===== config.mk =====
export PLATFORM = sky130hd
export DESIGN_NAME = packet_fifo_with_deferred_pop_top
export DESIGN_NICKNAME = d
export VERILOG_FILES = /design/src/hw/rtl/pfdp_pkg.sv /design/src/hw/rtl/packet_fifo_with_deferred_pop_top.sv /design/src/hw/rtl/pfdp_ram.sv /design/src/hw/rtl/pfdp_ctrl.sv
export VERILOG_INCLUDE_DIRS = /design/src /design/src/hw/rtl
export SDC_FILE = /design/constraint.sdc
export NUM_CORES = 2
export LEC_CHECK = 0
export BUFFER_PORTS_ARGS = -buffer_cell sky130_fd_sc_hd__buf_2
export CAP_MARGIN = 20
export CORE_MARGIN = 8
export CORE_UTILIZATION = 55
export DETAILED_ROUTE_END_ITERATION = 7
export PLACE_DENSITY_LB_ADDON = 0.05
export SLEW_MARGIN = 25
export SYNTH_ARGS = -nofsm -noshare
export SYNTH_HDL_FRONTEND = slang
export SYNTH_SLANG_ARGS = --single-unit

===== constraint.sdc =====
create_clock -name clock -period 10.55 [get_ports clock]
set_input_delay 0 -clock clock [delete_from_list [all_inputs] [get_ports clock]]
set_output_delay 0 -clock clock [all_outputs]
set_load 0.1 [all_outputs]

===== src/hw/rtl/assert_macros.svh =====
// ----------------------------------------------------------------------------
// assert_macros.svh
// clocked assertion helpers, sampled on clock and disabled during reset
// ----------------------------------------------------------------------------
`ifndef ASSERT_MACROS_SVH
`define ASSERT_MACROS_SVH

// condition implies consequence in the same cycle
`define ASSERT_SAME(label, ante, cons) \
   label: assert property (@(posedge clock) disable iff (reset) (ante) |-> (cons)) \
      else $error("assertion failed");

// condition implies consequence in the next cycle
`define ASSERT_NEXT(label, ante, cons) \
   label: assert property (@(posedge clock) disable iff (reset) (ante) |=> (cons)) \
      else $error("assertion failed");

`endif


===== src/hw/rtl/pfdp_pkg.sv =====
// ----------------------------------------------------------------------------
// pfdp_pkg
// types and constants shared by the packet fifo with deferred pop
// ----------------------------------------------------------------------------
`default_nettype none

package pfdp_pkg;

   localparam int DEPTH_DEFAULT       = 16;
   localparam int PACKET_BITS_DEFAULT = 64;

   localparam int PKT_W  = 64;
   localparam int CMD_W  = 3;
   localparam int STAT_W = 3;
   localparam int FILL_W = 4;
   localparam int RL_W   = 5;

   localparam logic [RL_W-1:0] RING_LENGTH_RESET = 5'd16;

   typedef enum logic [CMD_W-1:0] {
      CMD_PUSH   = 3'd0,
      CMD_POP    = 3'd1,
      CMD_PEEK   = 3'd2,
      CMD_ACCEPT = 3'd3,
      CMD_REFUSE = 3'd4,
      CMD_CLEAR  = 3'd5
   } cmd_type;

   typedef enum logic [STAT_W-1:0] {
      ST_OK         = 3'd0,
      ST_FULL       = 3'd1,
      ST_EMPTY      = 3'd2,
      ST_LOCKED     = 3'd3,
      ST_NOT_LOCKED = 3'd4
   } status_type;

   typedef struct packed {
      logic [CMD_W-1:0] command;
      logic [PKT_W-1:0] packet_in;
   } req_type;

   typedef struct packed {
      logic [STAT_W-1:0] status;
      logic [PKT_W-1:0]  packet_out;
      logic [FILL_W-1:0] fill_count;
      logic              is_empty;
      logic              is_full;
      logic              lock_held;
   } rsp_type;

endpackage

`default_nettype wire


===== src/hw/rtl/packet_fifo_with_deferred_pop_top.sv =====
// ----------------------------------------------------------------------------
// packet_fifo_with_deferred_pop_top
// ring-buffer packet fifo with push, pop, peek-and-lock, accept, refuse, clear
// ----------------------------------------------------------------------------
// usage:
//   req channel carries one command with its packet word; rsp channel returns
//   exactly one result per request: status, head packet, fill count and flags.
//   both channels use valid/stall; a request is taken when req_valid is high
//   and req_stall is low.
//   a request taken waits in the execute register; its result is registered
//   in the output register on commit. throughput: one request per cycle
//   while rsp_stall holds no result, set by the single read-modify-write pass
//   over the slot ram (read at next head, write at tail, forward on a match).
//   when rsp_stall holds a result, the request behind it waits in the execute
//   register and req_stall rises until the result is taken.
//   reset clears pointers and lock and sets ring_length to 16; slot contents
//   are not cleared and need no clearing pass.
//   ring_length is written over the apb port at byte address 0; the user must
//   write it only while the block is idle, which the block does not enforce.
// ----------------------------------------------------------------------------
`default_nettype none

`include "assert_macros.svh"

module packet_fifo_with_deferred_pop_top import pfdp_pkg::*; #(
   parameter int DEPTH       = DEPTH_DEFAULT,
   parameter int PACKET_BITS = PACKET_BITS_DEFAULT
) (
   input  wire logic        clock,
   input  wire logic        reset,
   input  wire logic        req_valid,
   output logic             req_stall,
   input  wire req_type     req_data,
   output logic             rsp_valid,
   input  wire logic        rsp_stall,
   output rsp_type          rsp_data,
   input  wire logic        psel,
   input  wire logic        penable,
   input  wire logic        pwrite,
   input  wire logic [2:0]  paddr,
   input  wire logic [31:0] pwdata,
   output logic      [31:0] prdata,
   output logic             pready
);

   localparam int AW = $clog2(DEPTH);
   localparam logic REG_RING_LENGTH = 1'b0;

   logic                   exec_valid_ff, exec_valid_in;
   logic [CMD_W-1:0]       cmd_ff;
   logic [PACKET_BITS-1:0] pkt_ff;
   logic                   rsp_valid_ff, rsp_valid_in;
   rsp_type                rsp_data_ff;
   logic [RL_W-1:0]        ring_length_ff;

   logic                   accept;
   logic                   commit;
   logic                   cfg_write;
   rsp_type                result;

   logic                   ram_we;
   logic [AW-1:0]          ram_waddr;
   logic [PACKET_BITS-1:0] ram_wdata;
   logic [AW-1:0]          ram_raddr;
   logic [PACKET_BITS-1:0] ram_rdata;

   // the execute stage finishes when the output register is free or emptying
   assign commit    = exec_valid_ff && (!rsp_valid_ff || !rsp_stall);
   assign req_stall = exec_valid_ff && !commit;
   assign accept    = req_valid && !req_stall;

   assign exec_valid_in = accept || (exec_valid_ff && !commit);
   assign rsp_valid_in  = commit || (rsp_valid_ff && rsp_stall);

   always_ff @(posedge clock) begin
      if (reset) begin
         exec_valid_ff <= 1'b0;
         rsp_valid_ff  <= 1'b0;
      end else begin
         exec_valid_ff <= exec_valid_in;
         rsp_valid_ff  <= rsp_valid_in;
      end
      if (accept) begin
         cmd_ff <= req_data.command;
         pkt_ff <= req_data.packet_in[PACKET_BITS-1:0];
      end
      if (commit) begin
         rsp_data_ff <= result;
      end
   end

   assign rsp_valid = rsp_valid_ff;
   assign rsp_data  = rsp_data_ff;

   // apb register file
   assign pready    = 1'b1;
   assign cfg_write = psel && penable && pwrite && pready && (paddr[2] == REG_RING_LENGTH);

   always_ff @(posedge clock) begin
      if (reset) begin
         ring_length_ff <= RING_LENGTH_RESET;
      end else if (cfg_write) begin
         ring_length_ff <= pwdata[RL_W-1:0];
      end
   end

   assign prdata = (paddr[2] == REG_RING_LENGTH) ? 32'(ring_length_ff) : '0;

   pfdp_ctrl #(
      .DEPTH       (DEPTH),
      .PACKET_BITS (PACKET_BITS)
   ) u_ctrl (
      .clock       (clock),
      .reset       (reset),
      .commit      (commit),
      .cmd         (cmd_ff),
      .pkt         (pkt_ff),
      .ring_length (ring_length_ff),
      .ram_rdata   (ram_rdata),
      .ram_we      (ram_we),
      .ram_waddr   (ram_waddr),
      .ram_wdata   (ram_wdata),
      .ram_raddr   (ram_raddr),
      .result      (result)
   );

   pfdp_ram #(
      .WIDTH (PACKET_BITS),
      .DEPTH (DEPTH)
   ) u_slot_ram (
      .clock (clock),
      .we    (ram_we),
      .waddr (ram_waddr),
      .wdata (ram_wdata),
      .raddr (ram_raddr),
      .rdata (ram_rdata)
   );

   `ASSERT_NEXT(a_commit_lands, commit, rsp_valid_ff)
   `ASSERT_SAME(a_held_result_blocks, exec_valid_ff && rsp_valid_ff && rsp_stall, req_stall)
   `ASSERT_SAME(a_empty_not_full, rsp_valid_ff, !(rsp_data_ff.is_empty && rsp_data_ff.is_full))
   `ASSERT_SAME(a_empty_fill_zero, rsp_valid_ff && rsp_data_ff.is_empty, rsp_data_ff.fill_count == '0)

endmodule

`default_nettype wire


===== src/hw/rtl/pfdp_ram.sv =====
// ----------------------------------------------------------------------------
// pfdp_ram
// generic single write port, single read port ram with registered read
// ----------------------------------------------------------------------------
`default_nettype none

module pfdp_ram #(
   parameter int WIDTH = 64,
   parameter int DEPTH = 16
) (
   input  wire logic                     clock,
   input  wire logic                     we,
   input  wire logic [$clog2(DEPTH)-1:0] waddr,
   input  wire logic [WIDTH-1:0]         wdata,
   input  wire logic [$clog2(DEPTH)-1:0] raddr,
   output logic      [WIDTH-1:0]         rdata
);

   logic [WIDTH-1:0] mem [DEPTH];
   logic [WIDTH-1:0] rdata_ff;

   always_ff @(posedge clock) begin
      if (we) begin
         mem[waddr] <= wdata;
      end
      rdata_ff <= mem[raddr];
   end

   assign rdata = rdata_ff;

endmodule

`default_nettype wire


===== src/hw/rtl/pfdp_ctrl.sv =====
// ----------------------------------------------------------------------------
// pfdp_ctrl
// pointer and lock state, command decode, ram access and read forwarding
// ----------------------------------------------------------------------------
`default_nettype none

module pfdp_ctrl import pfdp_pkg::*; #(
   parameter int DEPTH       = DEPTH_DEFAULT,
   parameter int PACKET_BITS = PACKET_BITS_DEFAULT
) (
   input  wire logic                     clock,
   input  wire logic                     reset,
   input  wire logic                     commit,
   input  wire logic [CMD_W-1:0]         cmd,
   input  wire logic [PACKET_BITS-1:0]   pkt,
   input  wire logic [RL_W-1:0]          ring_length,
   input  wire logic [PACKET_BITS-1:0]   ram_rdata,
   output logic                          ram_we,
   output logic      [$clog2(DEPTH)-1:0] ram_waddr,
   output logic      [PACKET_BITS-1:0]   ram_wdata,
   output logic      [$clog2(DEPTH)-1:0] ram_raddr,
   output rsp_type                       result
);

   localparam int AW    = $clog2(DEPTH);
   localparam int LEN_W = $clog2(DEPTH + 1);
   localparam int CW    = ((LEN_W > RL_W) ? LEN_W : RL_W) + 1;

   logic [AW-1:0]          wr_ptr_ff, wr_ptr_in;
   logic [AW-1:0]          rd_ptr_ff, rd_ptr_in;
   logic                   locked_ff, locked_in;
   logic                   fwd_ff, fwd_in;
   logic [PACKET_BITS-1:0] fwd_data_ff;

   logic [CW-1:0]          len;
   logic [CW-1:0]          rl_ext;
   logic [PACKET_BITS-1:0] head;
   logic                   pre_empty, pre_full;
   logic                   post_empty, post_full;
   logic [CW-1:0]          raw;
   logic [CW-1:0]          wr_ext, rd_ext;
   logic [STAT_W-1:0]      status;
   logic                   give_data;

   function automatic logic [AW-1:0] advance(input logic [AW-1:0] p, input logic [CW-1:0] n);
      logic [CW-1:0] nxt;
      nxt = CW'(p) + CW'(1);
      advance = (nxt >= n) ? '0 : nxt[AW-1:0];
   endfunction

   // ring length clamped to two .. DEPTH
   always_comb begin
      rl_ext = CW'(ring_length);
      if (rl_ext < CW'(2)) begin
         len = CW'(2);
      end else if (rl_ext > CW'(DEPTH)) begin
         len = CW'(DEPTH);
      end else begin
         len = rl_ext;
      end
   end

   // a push just written to the slot being read is forwarded
   assign head = fwd_ff ? fwd_data_ff : ram_rdata;

   assign pre_empty = (wr_ptr_ff == rd_ptr_ff);
   assign pre_full  = (advance(wr_ptr_ff, len) == rd_ptr_ff);

   always_comb begin
      wr_ptr_in = wr_ptr_ff;
      rd_ptr_in = rd_ptr_ff;
      locked_in = locked_ff;
      status    = ST_OK;
      give_data = 1'b0;
      ram_we    = 1'b0;
      case (cmd)
         CMD_PUSH: begin
            if (locked_ff) begin
               status = ST_LOCKED;
            end else if (pre_full) begin
               status = ST_FULL;
            end else begin
               ram_we    = commit;
               wr_ptr_in = advance(wr_ptr_ff, len);
            end
         end
         CMD_POP: begin
            if (locked_ff) begin
               status = ST_LOCKED;
            end else if (pre_empty) begin
               status = ST_EMPTY;
            end else begin
               give_data = 1'b1;
               rd_ptr_in = advance(rd_ptr_ff, len);
            end
         end
         CMD_PEEK: begin
            if (locked_ff) begin
               status = ST_LOCKED;
            end else if (pre_empty) begin
               status = ST_EMPTY;
            end else begin
               give_data = 1'b1;
               locked_in = 1'b1;
            end
         end
         CMD_ACCEPT: begin
            if (!locked_ff) begin
               status = ST_NOT_LOCKED;
            end else begin
               if (!pre_empty) begin
                  rd_ptr_in = advance(rd_ptr_ff, len);
               end
               locked_in = 1'b0;
            end
         end
         CMD_REFUSE: begin
            if (!locked_ff) begin
               status = ST_NOT_LOCKED;
            end else begin
               locked_in = 1'b0;
            end
         end
         CMD_CLEAR: begin
            wr_ptr_in = '0;
            rd_ptr_in = '0;
         end
         default: begin
         end
      endcase
      if (!commit) begin
         wr_ptr_in = wr_ptr_ff;
         rd_ptr_in = rd_ptr_ff;
         locked_in = locked_ff;
      end
   end

   // flags and fill count after the command
   assign post_empty = (wr_ptr_in == rd_ptr_in);
   assign post_full  = (advance(wr_ptr_in, len) == rd_ptr_in);
   assign wr_ext     = CW'(wr_ptr_in);
   assign rd_ext     = CW'(rd_ptr_in);

   always_comb begin
      if (post_full) begin
         raw = len - CW'(1);
      end else if (wr_ext >= rd_ext) begin
         raw = wr_ext - rd_ext;
      end else if (len + wr_ext >= rd_ext) begin
         raw = len + wr_ext - rd_ext;
      end else begin
         raw = len - CW'(1);
      end
      if (raw > len - CW'(1)) begin
         raw = len - CW'(1);
      end
      if (raw > CW'(15)) begin
         raw = CW'(15);
      end
   end

   always_comb begin
      result.status     = status;
      result.packet_out = give_data ? PKT_W'(head) : '0;
      result.fill_count = raw[FILL_W-1:0];
      result.is_empty   = post_empty;
      result.is_full    = post_full;
      result.lock_held  = locked_in;
   end

   assign ram_waddr = wr_ptr_ff;
   assign ram_wdata = pkt;
   assign ram_raddr = rd_ptr_in;
   assign fwd_in    = ram_we && (wr_ptr_ff == rd_ptr_in);

   always_ff @(posedge clock) begin
      if (reset) begin
         wr_ptr_ff <= '0;
         rd_ptr_ff <= '0;
         locked_ff <= 1'b0;
         fwd_ff    <= 1'b0;
      end else begin
         wr_ptr_ff <= wr_ptr_in;
         rd_ptr_ff <= rd_ptr_in;
         locked_ff <= locked_in;
         fwd_ff    <= fwd_in;
      end
      fwd_data_ff <= pkt;
   end

endmodule

`default_nettype wire


==> results.cfg <==
[status]
status = finished clean

[grt]
grt_first_pass_wirelength_microns = 164500
grt_pass1_vias = 25660
antenna_found_initial = 0
globalRoute.totalOverflow = 0
track_usage = 0.2231
grt_max_degree = 66

[place]
port_buffers = 160
placement.cell_area_sq_mm = 0.05151
hpwl_microns = 54400
gp_congestion = 0.7955

[worst_setup_path]
criticalPathCategory = flip-flop to flip-flop
crit_path_start_kind = flip-flop
required_ns = 10.99
r2r_end = rsp_data[4]$_SDFFCE_PN1P_
critPathMaxStageDelay_ns = 0.66
rr_startpoint = u_ctrl.ram_waddr[2]$_SDFF_PP0_
cp.arrival_ns = 9.05
path_common_cell = ha_1
r2r_slack_ns = 1.94
worst_setup_path_end_kind = flip-flop
reg2reg_depth = 34
cp_slowest_cell = dfxtp_1
critical_path.max_fanout = 14

[cells_and_area]
nNetsFinal = 3017
final_util = 0.6415
syn_to_final_growth_pct = 16.31
layout_commonest_cell = edfxtp_1
drive_gt1_frac = 0.2366
final_cell_mix = edfxtp_1, mux4_2, buf_2
diodes = 0
stdcell_area_sq_mm = 0.05739

[synth]
post-synth-top-area-fraction = 0.7090
synth_flop_cell = edfxtp_1
synth_edf_count = 1165
synth_seq_area_share = 0.7678
synth_cells = 2506
yosys-top-cells-area = edfxtp_1, mux4_2, dfxtp_1, mux2i_1, nand2_1
synth_seq_cells = 1310
synth_cell_types = 67
ys.warnings.count = 0
yosysTopAreaCell = edfxtp_1
synth_area_sq_mm = 0.04934
async_reset_ff_frac = 0
syn_avg_cell_area_sq_um = 19.69

[routing]
drt_wl_total_microns = 110500
drc = 0
vias = 24550
wl_per_cell_microns = 26.61
routed_via_density = 5.913
firstDrtPassIters = 5
dr.first_iter.drc_count = 2179
ant_nets = 0

[worst_hold_path]
min_from = req_data[43]
hp-class = primary input to flip-flop
hold_end = pkt_ff[43]$_DFFE_PP_
worst_hold_path.num_cells = 2

[clock_tree]
tritoncts = yes
clk_latency_ns = 0.73
cts-resized-gates = 0
cts_max_path_buffers = 3
clock_sinks = 1310
htreeDepth = 4
root_buffer = clkbuf_16
clk_pin_slew_worst_paths_ns = 0.06
cts_buffers = 136

[floorplan]
start_util = 0.5516
die_height_microns = 315.5
dieArea_sq_mm = 0.09956
coreArea_sq_mm = 0.08946
num_io_pins = 218
fp-row-count = 110
die_x_microns = 315.5

[timing]
period_share = 0.8166
hold_violations = 0
fin_tns_setup_ns = 0
fin_skew_ns = 0.01897
setup_violations = 0
maxSlewHeadroom = 0.3218
finalMaxSlewViolations = 0
tightestPinTransition_ns = 1.017
period_needed_ns = 8.615
rsz0062_at_grt = false
clock.fmax_mhz = 116.1
whs_ns = 0.04040

[power]
power.leakage_nw = 19.56
p_per_area_mw_per_mm2 = 187.6
p_total_mw = 10.77
peakVddDrop_v = 0.0001640

[flow_run]
drv_cap = 0
==> per-layer routing <==
| layer | GRT usage | up-vias | wire (microns) |
|---|---|---|---|
| met1 | 0.3088 | 12980 | 47690 |
| met5 | 0 | - | 0 |
| met4 | 0.05437 | 0 | 1814 |
| met2 | 0.3765 | 718 | 55450 |
| li1 | - | 10720 | - |
| met3 | 0.03371 | 131 | 5539 |
==> sequential cells by signal, indices dropped and copies added (netlist names) <==
signal              cells
ring_length_ff          5
u_ctrl.rd_ptr_ff        4
u_ctrl.fwd_ff           1
exec_valid_ff           1
u_slot_ram.mem       1024
u_slot_ram.rdata       64
cmd_ff                  3
u_ctrl.fwd_data_ff     64
rsp_data               74
u_ctrl.ram_waddr        4
pkt_ff                 64
rsp_valid               1
u_ctrl.locked_ff        1
==> how the worst max path moves through the flow <==
stage,slack [ns],from,to,cells after the start
after CTS,2.10,u_ctrl.ram_waddr[2]$_SDFF_PP0_,rsp_data[4]$_SDFFCE_PN1P_,34
final,1.94,u_ctrl.ram_waddr[2]$_SDFF_PP0_,rsp_data[4]$_SDFFCE_PN1P_,34
after global placement,2.23,u_ctrl.ram_waddr[2]$_SDFF_PP0_,rsp_data[3]$_SDFFCE_PN1P_,34
after global routing,1.50,u_ctrl.ram_waddr[2]$_SDFF_PP0_,rsp_data[4]$_SDFFCE_PN1P_,34
after floorplan,0.95,u_ctrl.ram_waddr[0]$_SDFF_PP0_,u_slot_ram.mem[2][0]$_DFFE_PP_,12
after detailed placement,2.13,u_ctrl.ram_waddr[2]$_SDFF_PP0_,rsp_data[4]$_SDFFCE_PN1P_,34
==> synthesized netlist by cell type, types with 2 or more instances <==
master,n
a211oi_1,66
a21o_1,12
a21oi_1,27
a22oi_1,4
a31oi_1,67
and2_1,72
and3_1,10
and4_1,2
buf_1,7
buf_2,39
buf_4,28
clkbuf_1,77
clkinv_1,2
conb_1,2
dfxtp_1,145
edfxtp_1,1165
fa_1,3
ha_1,39
inv_1,23
mux2i_1,69
mux4_2,256
nand2_1,153
nand2b_1,5
nand3_1,8
nand4_1,3
nor2_1,106
nor2b_1,15
nor3_1,6
nor4_1,3
o211ai_1,3
o21a_1,4
o21ai_0,13
o22ai_1,7
or2_1,2
or3_1,4
xnor2_1,18
xor2_1,11
==> through the flow <==
| stage | std cells | setup slack, ns |
|---|---|---|
| global route | 4152 | 1.499 |
| global placement | 3762 | 2.234 |
| finish | 4152 | 1.935 |
| CTS | 4151 | 2.097 |
| floorplan | 2533 | 0.9505 |
| detailed placement | 3764 | 2.130 |
==> worst max-delay path: cells and delay by family, from the launching register on <==
kind | cells | cell delay, ns
buffers and inverters | 2 | 0.36
and+or+nand+nor | 10 | 2.23
xor gates and xnor gates | 2 | 0.50
DFF | 1 | 0.66
AOI/OAI and AO/OA | 16 | 3.41
adders and majority gates | 4 | 1.14
==> what timing repair did <==
action                                 CTS  global route
endpoints found under the hold margin  105             0
buffers inserted                         0             0
setup endpoints to repair                0             0
hold buffers                           139             0
==> layout make-up <==
type | instances | area (sq um)
clock buffer | 194 | 3916
clock inverter | 54 | 549.3
fill | 6203 | 32070
inverter | 27 | 107.6
multi-input combinational | 1044 | 10870
sequential | 1310 | 37890
tap | 1176 | 1471
timing repair buffer | 347 | 2590
==> power by group <==
| part | switching, mW | leakage [nW] | total, mW | internal [mW] |
|---|---|---|---|---|
| Sequential | 0.0682 | 11.8 | 5.76 | 5.69 |
| Clock | 1.91 | 2.19 | 4.72 | 2.81 |
| Combinational | 0.207 | 5.59 | 0.282 | 0.0753 |
==> cell families after synthesis <==
| logic type | Yosys count | synth area share |
|---|---|---|
| flip-flops | 1310 | 0.7678 |
| XOR/XNOR | 29 | 0.005147 |
| AO/OA/AOI/OAI | 220 | 0.03035 |
| AND/OR/NAND/NOR | 399 | 0.03771 |
| adder cells (fa/ha/maj) | 42 | 0.01111 |
| buffers and inverters | 179 | 0.01691 |
| other | 2 | 0.0001522 |
| multiplexers | 325 | 0.1308 |
(Power assumes the default switching activity.)
